### src/hdl/hcspc_pkg.sv
`default_nettype none

package hcspc_pkg;

  // drive clamp and fixed-point position of the speed error product
  localparam int PWM_FULL_SCALE = 512;
  localparam int FRACTION_BITS  = 16;

  localparam int DUTY_W    = 10;
  localparam int DATA_W    = 32;
  localparam int GAIN_W    = 16;
  localparam int CFG_IDX_W = 2;
  localparam int MUL_W     = 32;

  localparam logic [CFG_IDX_W-1:0] CFG_GAIN            = 2'd0;
  localparam logic [CFG_IDX_W-1:0] CFG_SPEED_PER_COUNT = 2'd1;

  localparam logic [GAIN_W-1:0] GAIN_RESET = 16'd5000;
  localparam logic [DATA_W-1:0] SPC_RESET  = 32'd65536;

  // hall code -> electrical sector; invalid codes 0 and 7 map to sector 0
  function automatic logic [2:0] sector_of(input logic [2:0] code);
    logic [2:0] s;
    case (code)
      3'd1:    s = 3'd0;
      3'd3:    s = 3'd1;
      3'd2:    s = 3'd2;
      3'd6:    s = 3'd3;
      3'd4:    s = 3'd4;
      3'd5:    s = 3'd5;
      default: s = 3'd0;
    endcase
    return s;
  endfunction

endpackage

`default_nettype wire

### src/hdl/hcspc_mul.sv
`default_nettype none

// Unsigned shift-add multiplier, two multiplier bits per cycle.
// Finishes early once the remaining multiplier bits are all zero.
module hcspc_mul (
  input  wire logic                            clk,
  input  wire logic                            rst_n,
  input  wire logic                            start,
  input  wire logic [hcspc_pkg::MUL_W-1:0]     mcand,
  input  wire logic [hcspc_pkg::MUL_W-1:0]     mplier,
  output logic                                 busy,
  output logic      [2*hcspc_pkg::MUL_W-1:0]   product
);

  localparam int PW = 2 * hcspc_pkg::MUL_W;

  logic [PW-1:0]                 mcand_r;
  logic [PW-1:0]                 mcand3_r;
  logic [PW-1:0]                 acc_r;
  logic [hcspc_pkg::MUL_W-1:0]   mplier_r;
  logic [PW-1:0]                 pp;

  always_comb begin
    case (mplier_r[1:0])
      2'd0:    pp = '0;
      2'd1:    pp = mcand_r;
      2'd2:    pp = {mcand_r[PW-2:0], 1'b0};
      2'd3:    pp = mcand3_r;
      default: pp = '0;
    endcase
  end

  always_ff @(posedge clk) begin
    if (!rst_n) begin
      mplier_r <= '0;
    end else if (start) begin
      mplier_r <= mplier;
    end else if (busy) begin
      mplier_r <= mplier_r >> 2;
    end
  end

  always_ff @(posedge clk) begin
    if (start) begin
      mcand_r  <= PW'(mcand);
      mcand3_r <= PW'(mcand) + (PW'(mcand) << 1);
      acc_r    <= '0;
    end else if (busy) begin
      acc_r    <= acc_r + pp;
      mcand_r  <= mcand_r << 2;
      mcand3_r <= mcand3_r << 2;
    end
  end

  assign busy    = (mplier_r != '0);
  assign product = acc_r;

endmodule

`default_nettype wire

### src/hdl/hall_counter_speed_p_controller.sv
// Hall step counter with a proportional speed loop.
// Input channel (in_valid / in_stall): in_func = 0 is a hall edge carrying
// in_hall_code; in_func = 1 is a control tick carrying in_target_speed.
// Every request yields one result on the output channel (out_valid /
// out_stall): duty, direction, position count and last measured speed.
// Config (cfg_valid / cfg_ready, always ready): index 0 = gain,
// index 1 = speed per count (Q16.16); other indexes are dropped.
// A hall edge goes straight to ST_LOAD; out_valid rises once it is loaded.
// A tick runs two products through one shift-add multiplier retiring two
// multiplier bits a cycle, count diff x speed per count and then gain x
// error, each ending early past the top set bit of speed per count or of
// gain; the states run SPD_MUL, SPD_SAT, ERR, GAIN_MUL, DRIVE, then LOAD.
// One request is in flight at a time; in_stall is high until its result
// is loaded into the output register, and only then is a new request taken.
// The next request can be taken while that result still waits on out_stall.
// Reset (rst_n, synchronous): count, speed, duty cleared, direction forward,
// gain 5000, speed per count 1.0. A stalled result holds its value.
`default_nettype none

module hall_counter_speed_p_controller (
  input  wire logic                                 clk,
  input  wire logic                                 rst_n,
  input  wire logic                                 in_valid,
  output logic                                      in_stall,
  input  wire logic                                 in_func,
  input  wire logic [2:0]                           in_hall_code,
  input  wire logic signed [hcspc_pkg::DATA_W-1:0]  in_target_speed,
  output logic                                      out_valid,
  input  wire logic                                 out_stall,
  output logic      [hcspc_pkg::DUTY_W-1:0]         out_pwm_duty,
  output logic                                      out_direction,
  output logic signed [hcspc_pkg::DATA_W-1:0]       out_position_count,
  output logic signed [hcspc_pkg::DATA_W-1:0]       out_measured_speed,
  input  wire logic                                 cfg_valid,
  output logic                                      cfg_ready,
  input  wire logic [hcspc_pkg::CFG_IDX_W-1:0]      cfg_index,
  input  wire logic [hcspc_pkg::DATA_W-1:0]         cfg_wdata
);

  localparam int DW = hcspc_pkg::DATA_W;
  localparam int PW = 2 * hcspc_pkg::MUL_W;

  localparam logic [2:0] ST_IDLE     = 3'd0;
  localparam logic [2:0] ST_SPD_MUL  = 3'd1;
  localparam logic [2:0] ST_SPD_SAT  = 3'd2;
  localparam logic [2:0] ST_ERR      = 3'd3;
  localparam logic [2:0] ST_GAIN_MUL = 3'd4;
  localparam logic [2:0] ST_DRIVE    = 3'd5;
  localparam logic [2:0] ST_LOAD     = 3'd6;

  logic [2:0]                      state_r;
  logic [hcspc_pkg::GAIN_W-1:0]    gain_r;
  logic [DW-1:0]                   spc_r;
  logic [2:0]                      last_sector_r;
  logic [DW-1:0]                   step_count_r;
  logic [DW-1:0]                   tick_count_r;
  logic [DW-1:0]                   speed_r;
  logic [hcspc_pkg::DUTY_W-1:0]    duty_r;
  logic                            dir_r;
  logic [DW-1:0]                   target_r;
  logic                            neg_r;

  logic                            out_valid_r;
  logic [hcspc_pkg::DUTY_W-1:0]    out_duty_r;
  logic                            out_dir_r;
  logic [DW-1:0]                   out_pos_r;
  logic [DW-1:0]                   out_spd_r;

  logic                            in_acc;
  logic                            load_ok;
  logic [2:0]                      sector_now;
  logic                            step_up;
  logic [DW-1:0]                   diff;
  logic [DW-1:0]                   diff_mag;
  logic [DW:0]                     err;
  logic [DW:0]                     err_mag;
  logic [DW-1:0]                   spd_sat;
  logic [PW-1:0]                   mag_full;
  logic [hcspc_pkg::DUTY_W-1:0]    duty_clamp;

  logic                            mul_start;
  logic [hcspc_pkg::MUL_W-1:0]     mul_a;
  logic [hcspc_pkg::MUL_W-1:0]     mul_b;
  logic                            mul_busy;
  logic [PW-1:0]                   mul_p;

  assign in_stall  = (state_r != ST_IDLE);
  assign in_acc    = in_valid && !in_stall;
  assign load_ok   = !out_valid_r || !out_stall;
  assign cfg_ready = 1'b1;

  // hall stepping: forward across the 5 -> 0 wrap, reverse across 0 -> 5
  always_comb begin
    sector_now = hcspc_pkg::sector_of(in_hall_code);
    if (last_sector_r == 3'd5 && sector_now == 3'd0) begin
      step_up = 1'b1;
    end else if (last_sector_r == 3'd0 && sector_now == 3'd5) begin
      step_up = 1'b0;
    end else begin
      step_up = (sector_now > last_sector_r);
    end
  end

  assign diff     = step_count_r - tick_count_r;
  assign diff_mag = diff[DW-1] ? (~diff + 1'b1) : diff;

  // saturate the signed speed to 32 bits
  always_comb begin
    if (!neg_r) begin
      spd_sat = (mul_p > PW'(64'h0000_0000_7FFF_FFFF)) ? 32'h7FFF_FFFF : mul_p[DW-1:0];
    end else if (mul_p > PW'(64'h0000_0000_8000_0000)) begin
      spd_sat = 32'h8000_0000;
    end else begin
      spd_sat = ~mul_p[DW-1:0] + 1'b1;
    end
  end

  assign err     = {target_r[DW-1], target_r} - {speed_r[DW-1], speed_r};
  assign err_mag = err[DW] ? (~err + 1'b1) : err;

  assign mag_full   = mul_p >> hcspc_pkg::FRACTION_BITS;
  assign duty_clamp = (mag_full > PW'(hcspc_pkg::PWM_FULL_SCALE))
                      ? hcspc_pkg::DUTY_W'(hcspc_pkg::PWM_FULL_SCALE)
                      : mag_full[hcspc_pkg::DUTY_W-1:0];

  always_comb begin
    mul_start = 1'b0;
    mul_a     = diff_mag;
    mul_b     = spc_r;
    if (state_r == ST_IDLE) begin
      mul_start = in_acc && in_func;
    end else if (state_r == ST_ERR) begin
      mul_start = 1'b1;
      mul_a     = err_mag[DW-1:0];
      mul_b     = hcspc_pkg::MUL_W'(gain_r);
    end
  end

  hcspc_mul u_mul (
    .clk     (clk),
    .rst_n   (rst_n),
    .start   (mul_start),
    .mcand   (mul_a),
    .mplier  (mul_b),
    .busy    (mul_busy),
    .product (mul_p)
  );

  always_ff @(posedge clk) begin
    if (!rst_n) begin
      gain_r <= hcspc_pkg::GAIN_RESET;
      spc_r  <= hcspc_pkg::SPC_RESET;
    end else if (cfg_valid && cfg_ready) begin
      if (cfg_index == hcspc_pkg::CFG_GAIN) begin
        gain_r <= cfg_wdata[hcspc_pkg::GAIN_W-1:0];
      end else if (cfg_index == hcspc_pkg::CFG_SPEED_PER_COUNT) begin
        spc_r <= cfg_wdata;
      end
    end
  end

  always_ff @(posedge clk) begin
    if (!rst_n) begin
      state_r       <= ST_IDLE;
      last_sector_r <= '0;
      step_count_r  <= '0;
      tick_count_r  <= '0;
      speed_r       <= '0;
      duty_r        <= '0;
      dir_r         <= 1'b1;
    end else begin
      case (state_r)
        ST_IDLE: begin
          if (in_acc && in_func) begin
            tick_count_r <= step_count_r;
            state_r      <= ST_SPD_MUL;
          end else if (in_acc) begin
            step_count_r  <= step_up ? step_count_r + 1'b1 : step_count_r - 1'b1;
            last_sector_r <= sector_now;
            state_r       <= ST_LOAD;
          end
        end
        ST_SPD_MUL: begin
          if (!mul_busy) begin
            state_r <= ST_SPD_SAT;
          end
        end
        ST_SPD_SAT: begin
          speed_r <= spd_sat;
          state_r <= ST_ERR;
        end
        ST_ERR: begin
          state_r <= ST_GAIN_MUL;
        end
        ST_GAIN_MUL: begin
          if (!mul_busy) begin
            state_r <= ST_DRIVE;
          end
        end
        ST_DRIVE: begin
          // a product that truncates to zero still reports reverse
          dir_r   <= !(neg_r && (mul_p != '0));
          duty_r  <= duty_clamp;
          state_r <= ST_LOAD;
        end
        ST_LOAD: begin
          if (load_ok) begin
            state_r <= ST_IDLE;
          end
        end
        default: begin
          state_r <= ST_IDLE;
        end
      endcase
    end
  end

  // payload side: target latch and the sign of the current product
  always_ff @(posedge clk) begin
    if (in_acc) begin
      target_r <= in_target_speed;
      neg_r    <= diff[DW-1];
    end else if (state_r == ST_ERR) begin
      neg_r <= err[DW];
    end
  end

  always_ff @(posedge clk) begin
    if (!rst_n) begin
      out_valid_r <= 1'b0;
    end else if (state_r == ST_LOAD && load_ok) begin
      out_valid_r <= 1'b1;
    end else if (!out_stall) begin
      out_valid_r <= 1'b0;
    end
  end

  always_ff @(posedge clk) begin
    if (state_r == ST_LOAD && load_ok) begin
      out_duty_r <= duty_r;
      out_dir_r  <= dir_r;
      out_pos_r  <= step_count_r;
      out_spd_r  <= speed_r;
    end
  end

  assign out_valid          = out_valid_r;
  assign out_pwm_duty       = out_duty_r;
  assign out_direction      = out_dir_r;
  assign out_position_count = out_pos_r;
  assign out_measured_speed = out_spd_r;

`ifndef SYNTHESIS
  a_duty_clamped: assert property (@(posedge clk) disable iff (!rst_n)
    out_valid |-> (out_pwm_duty <= hcspc_pkg::DUTY_W'(hcspc_pkg::PWM_FULL_SCALE)))
    else $error("duty above full scale");

  a_busy_after_request: assert property (@(posedge clk) disable iff (!rst_n)
    in_acc |=> (state_r != ST_IDLE))
    else $error("sequencer idle right after a request");

  a_mul_in_wait_state: assert property (@(posedge clk) disable iff (!rst_n)
    mul_busy |-> (state_r == ST_SPD_MUL || state_r == ST_GAIN_MUL))
    else $error("multiplier running outside a wait state");

  a_hall_keeps_speed: assert property (@(posedge clk) disable iff (!rst_n)
    (in_acc && !in_func) |=> ($stable(speed_r) && $stable(duty_r) && $stable(tick_count_r)))
    else $error("hall edge disturbed speed loop state");
`endif

endmodule

`default_nettype wire

### config.mk
export PLATFORM = sky130hd
export DESIGN_NAME = hall_counter_speed_p_controller
export DESIGN_NICKNAME = d
export VERILOG_FILES = /design/src/hdl/hcspc_pkg.sv /design/src/hdl/hcspc_mul.sv /design/src/hdl/hall_counter_speed_p_controller.sv
export SDC_FILE = /design/constraint.sdc
export NUM_CORES = 1
export LEC_CHECK = 0
export CAP_MARGIN = 20
export CORE_MARGIN = 4
export CORE_UTILIZATION = 34
export DETAILED_ROUTE_END_ITERATION = 16
export DONT_BUFFER_PORTS = 1
export GPL_TIMING_DRIVEN = 1
export PLACE_DENSITY = 0.49
export RECOVER_POWER = 25
export SLEW_MARGIN = 5
export SYNTH_ARGS = -nofsm -noshare
export SYNTH_HDL_FRONTEND = slang
export SYNTH_SLANG_ARGS = --single-unit
### constraint.sdc
create_clock -name clk -period 9.2 [get_ports clk]
set_clock_uncertainty 0.15 [all_clocks]
set_input_delay 1.38 -clock clk [delete_from_list [all_inputs] [get_ports clk]]
set_output_delay 1.38 -clock clk [all_outputs]
set_load 0.1 [all_outputs]
==> results.md <==
- Layout overhead on the synthesized area: 9.90%
- Max cap viols: 2
- Arr. time, crit path: 7.88 ns
- Setup tns final: 0 ns
- Post-Syn Nets: 4,040
- CTS buffer count: 59
- DRC errors left: 0
- Via density: 5.32
- Post-CTS setup buffers: 0
- Failing checks: capacitance limit, slew limit
- Async SR Flop Fraction: 0
- Max clock buf depth: 3
- CP Class: reg2reg
- Min Tclk post-route: 7.68 ns
- H-Tree Depth: 2
- Post-Syn Area: 32,000 µm²
- Root Driver: clkbuf_16
- R2R cell count: 31
- Worst-Skew Late Latency: 0.66 ns
- Drt pass-1 iters: 7
- Fmax: 130 MHz
- Initial Utilization: 0.343
- Worst path slowest cell: a31oi_2
- Sequential area share after synthesis: 0.371
- Final hold violations: 0
- RD Place Congestion: 0.873
- Wire length per cell: approximately 19 µm
- Most common flop cell mapped by yosys: dfxtp_1
- Yosys reg bits: approximately 500
- RSZ-0062 raised after global routing: false
- Die width: between 300 and 400 µm
- Fin crit share: 0.834
- Port Buf Inserts: 0
- Final HPWL DP: a little under 70,000 µm
- Crit path launch type: register
- Rows: 112
- Tot GR Track Use: 0.185
- Die H: between 300 and 400 µm
- GRT Residual Overflow: 0
- Syn_area_per_cell: 8.51 µm²
- Worst Hold Depth: 0
- CTS tree: built
- I/O pin count: 153
- Hold Buf Count CTS: 0
- Hold WC Path Type: reg2reg
- Yosys warns: 0
- Worst-path maximum fanout: 8
- Worst path required time: 9.40 ns
- DIE AREA: 99,200 µm²
- Via count: 26,459
- Core region area: roughly 93,000 µm²
- Actual slew at the worst max-slew pin: between 2 and 2.5 ns
- First-pass GRT wire length: 147,000 µm
- Initial DRC Count: 1,691
- Final Max Slew Viols: 60
- Clk slew on worst S/H paths: approximately 0.060 ns
- Status: finished with violations
- Number of gates resized after CTS: 0
- Post-place setup slack: 1.60 ns
- CP dominant cell by count: a21oi_1
- Crit path capture type: register
- Clock sink count: 493
- Final net count: 3,947
- Largest net degree at the start of global routing: 183
- Final ANT Viol Nets: 0
- CP peak stage delay: 0.44 ns
- Post-Route WL: 94,400 µm
- Initial antenna violation count: 2
- Vias in the first global route: 25,107
- Slew HR: -0.457
- Synth Instances: 3,765
- Final setup vio count: 0
- Post-route setup slack: ~1.5 ns
- Synth unique cells: 101
- Ratio of cells with drive above 1 in the final layout: 0.0733
- Number of synthesized flops with an enable pin: 203
==> through the flow <==
step / cell area, µm² / hold WS (ns) / cells / utilization
CTS: 35200 / 0.275 / 4975 / 0.377
global placement: 33200 / 0.271 / 4863 / 0.355
global route: 35200 / 0.285 / 4977 / 0.377
detailed placement: 33200 / 0.276 / 4864 / 0.355
floorplan: 32000 / 0.253 / 3765 / -
finish: 35200 / 0.264 / 4977 / 0.377
==> synth_stat cells, types with 31 or more instances <==
cell,n,area (µm²)
nor3_1,65,325
or3_1,45,282
nor2_1,215,807
a31oi_1,43,269
a21oi_1,320,1600
edfxtp_1,203,6100
xnor2_1,105,920
nor2b_1,38,238
dfxtp_1,290,5810
inv_1,140,526
nand2_1,638,2390
a21boi_0,114,856
o21ai_0,201,1010
and3_1,58,363
a22o_1,61,534
clkbuf_1,158,593
xor2_1,85,744
mux2_2,70,788
a211oi_1,31,233
nand3_1,71,355
ha_1,195,2440
a21o_1,76,571
and2_1,56,350
==> layout make-up <==
class / instances / area, µm²
Multi-Input combinational cell: 2942 / 19000
Timing Repair Buffer: 35 / 253
Clock buffer: 75 / 1630
Clock inverter: 36 / 373
Sequential cell: 493 / 11900
Tap cell: 1254 / 1570
Fill cell: 9674 / 58300
Antenna cell: 1 / 2.50
Inverter: 141 / 529
==> logic make-up (layout without fill, tap and decap cells) <==
group / count (synthesis) / in the layout / synth area share
AOI/OAI and AO/OA: 1087 / 1087 / 0.221
xor gates and xnor gates: 191 / 191 / 0.0524
adders and majority gates: 200 / 200 / 0.0793
buffers and inverters: 330 / 287 / 0.0396
DFF: 493 / 493 / 0.371
muxes: 98 / 98 / 0.0352
other: 1 / 2 / 0.000117
and+or+nand+nor: 1365 / 1365 / 0.201
==> metal layers <==
| metal | share of wire | vias to the layer above | track usage |
|---|---|---|---|
| li1 | - | 13409 | - |
| met5 | 0 | - | 0 |
| met3 | 0.048 | 91 | 0.0359 |
| met2 | 0.44 | 430 | 0.290 |
| met4 | 0.019 | 0 | 0.0403 |
| met1 | 0.49 | 12529 | 0.265 |
==> worst max-delay path: cells and delay by family (launching register included) <==
family | cells | cell delay [ns]
AOI/OAI and AO/OA | 22 | 5.01
adders and majority gates | 4 | 1.32
DFF | 1 | 0.33
and+or+nand+nor | 3 | 0.30
muxes | 1 | 0.21
buffers and inverters | 1 | 0.04
==> cells in the final DEF (no fill, tap or decap), types with 11 or more instances in the layout <==
master	Yosys	layout
mux2i_1	22	22
clkbuf_16	0	60
and3_1	58	58
xnor2_1	105	105
or2_2	19	18
clkbuf_1	158	11
a21boi_0	114	114
or3_1	45	45
xor2_1	85	85
a211oi_1	31	31
nand2b_1	23	22
a22o_1	61	61
nor4_1	29	29
a22oi_1	28	28
nor3_1	65	64
nor2b_1	38	37
o211ai_1	23	23
nand3b_1	13	13
o21bai_1	29	29
buf_4	1	30
and2_1	56	54
a21oi_1	320	319
o31ai_1	18	18
nand3_1	71	71
inv_1	140	139
mux2_2	70	70
a31oi_1	43	42
nor2_1	215	213
dfxtp_1	290	288
nand4_1	24	24
nand4b_1	12	12
a21o_1	76	76
nand2_1	638	635
o21a_1	22	22
o21ai_0	201	201
ha_1	195	195
nor3b_1	22	21
edfxtp_1	203	203
==> worst paths after layout <==
kind                     from                 end  slack, ns
hold reg to reg     duty_r[7]     out_pwm_duty[7]       0.26
setup reg to reg  target_r[0]  u_mul.mcand3_r[31]       1.52
hold / removal      duty_r[7]     out_pwm_duty[7]       0.26
setup / recovery  target_r[0]  u_mul.mcand3_r[31]       1.52
Power is left out: the tool's default activity adds up to more than one toggle a clock period on the data nets, which glitch-free logic cannot reach.
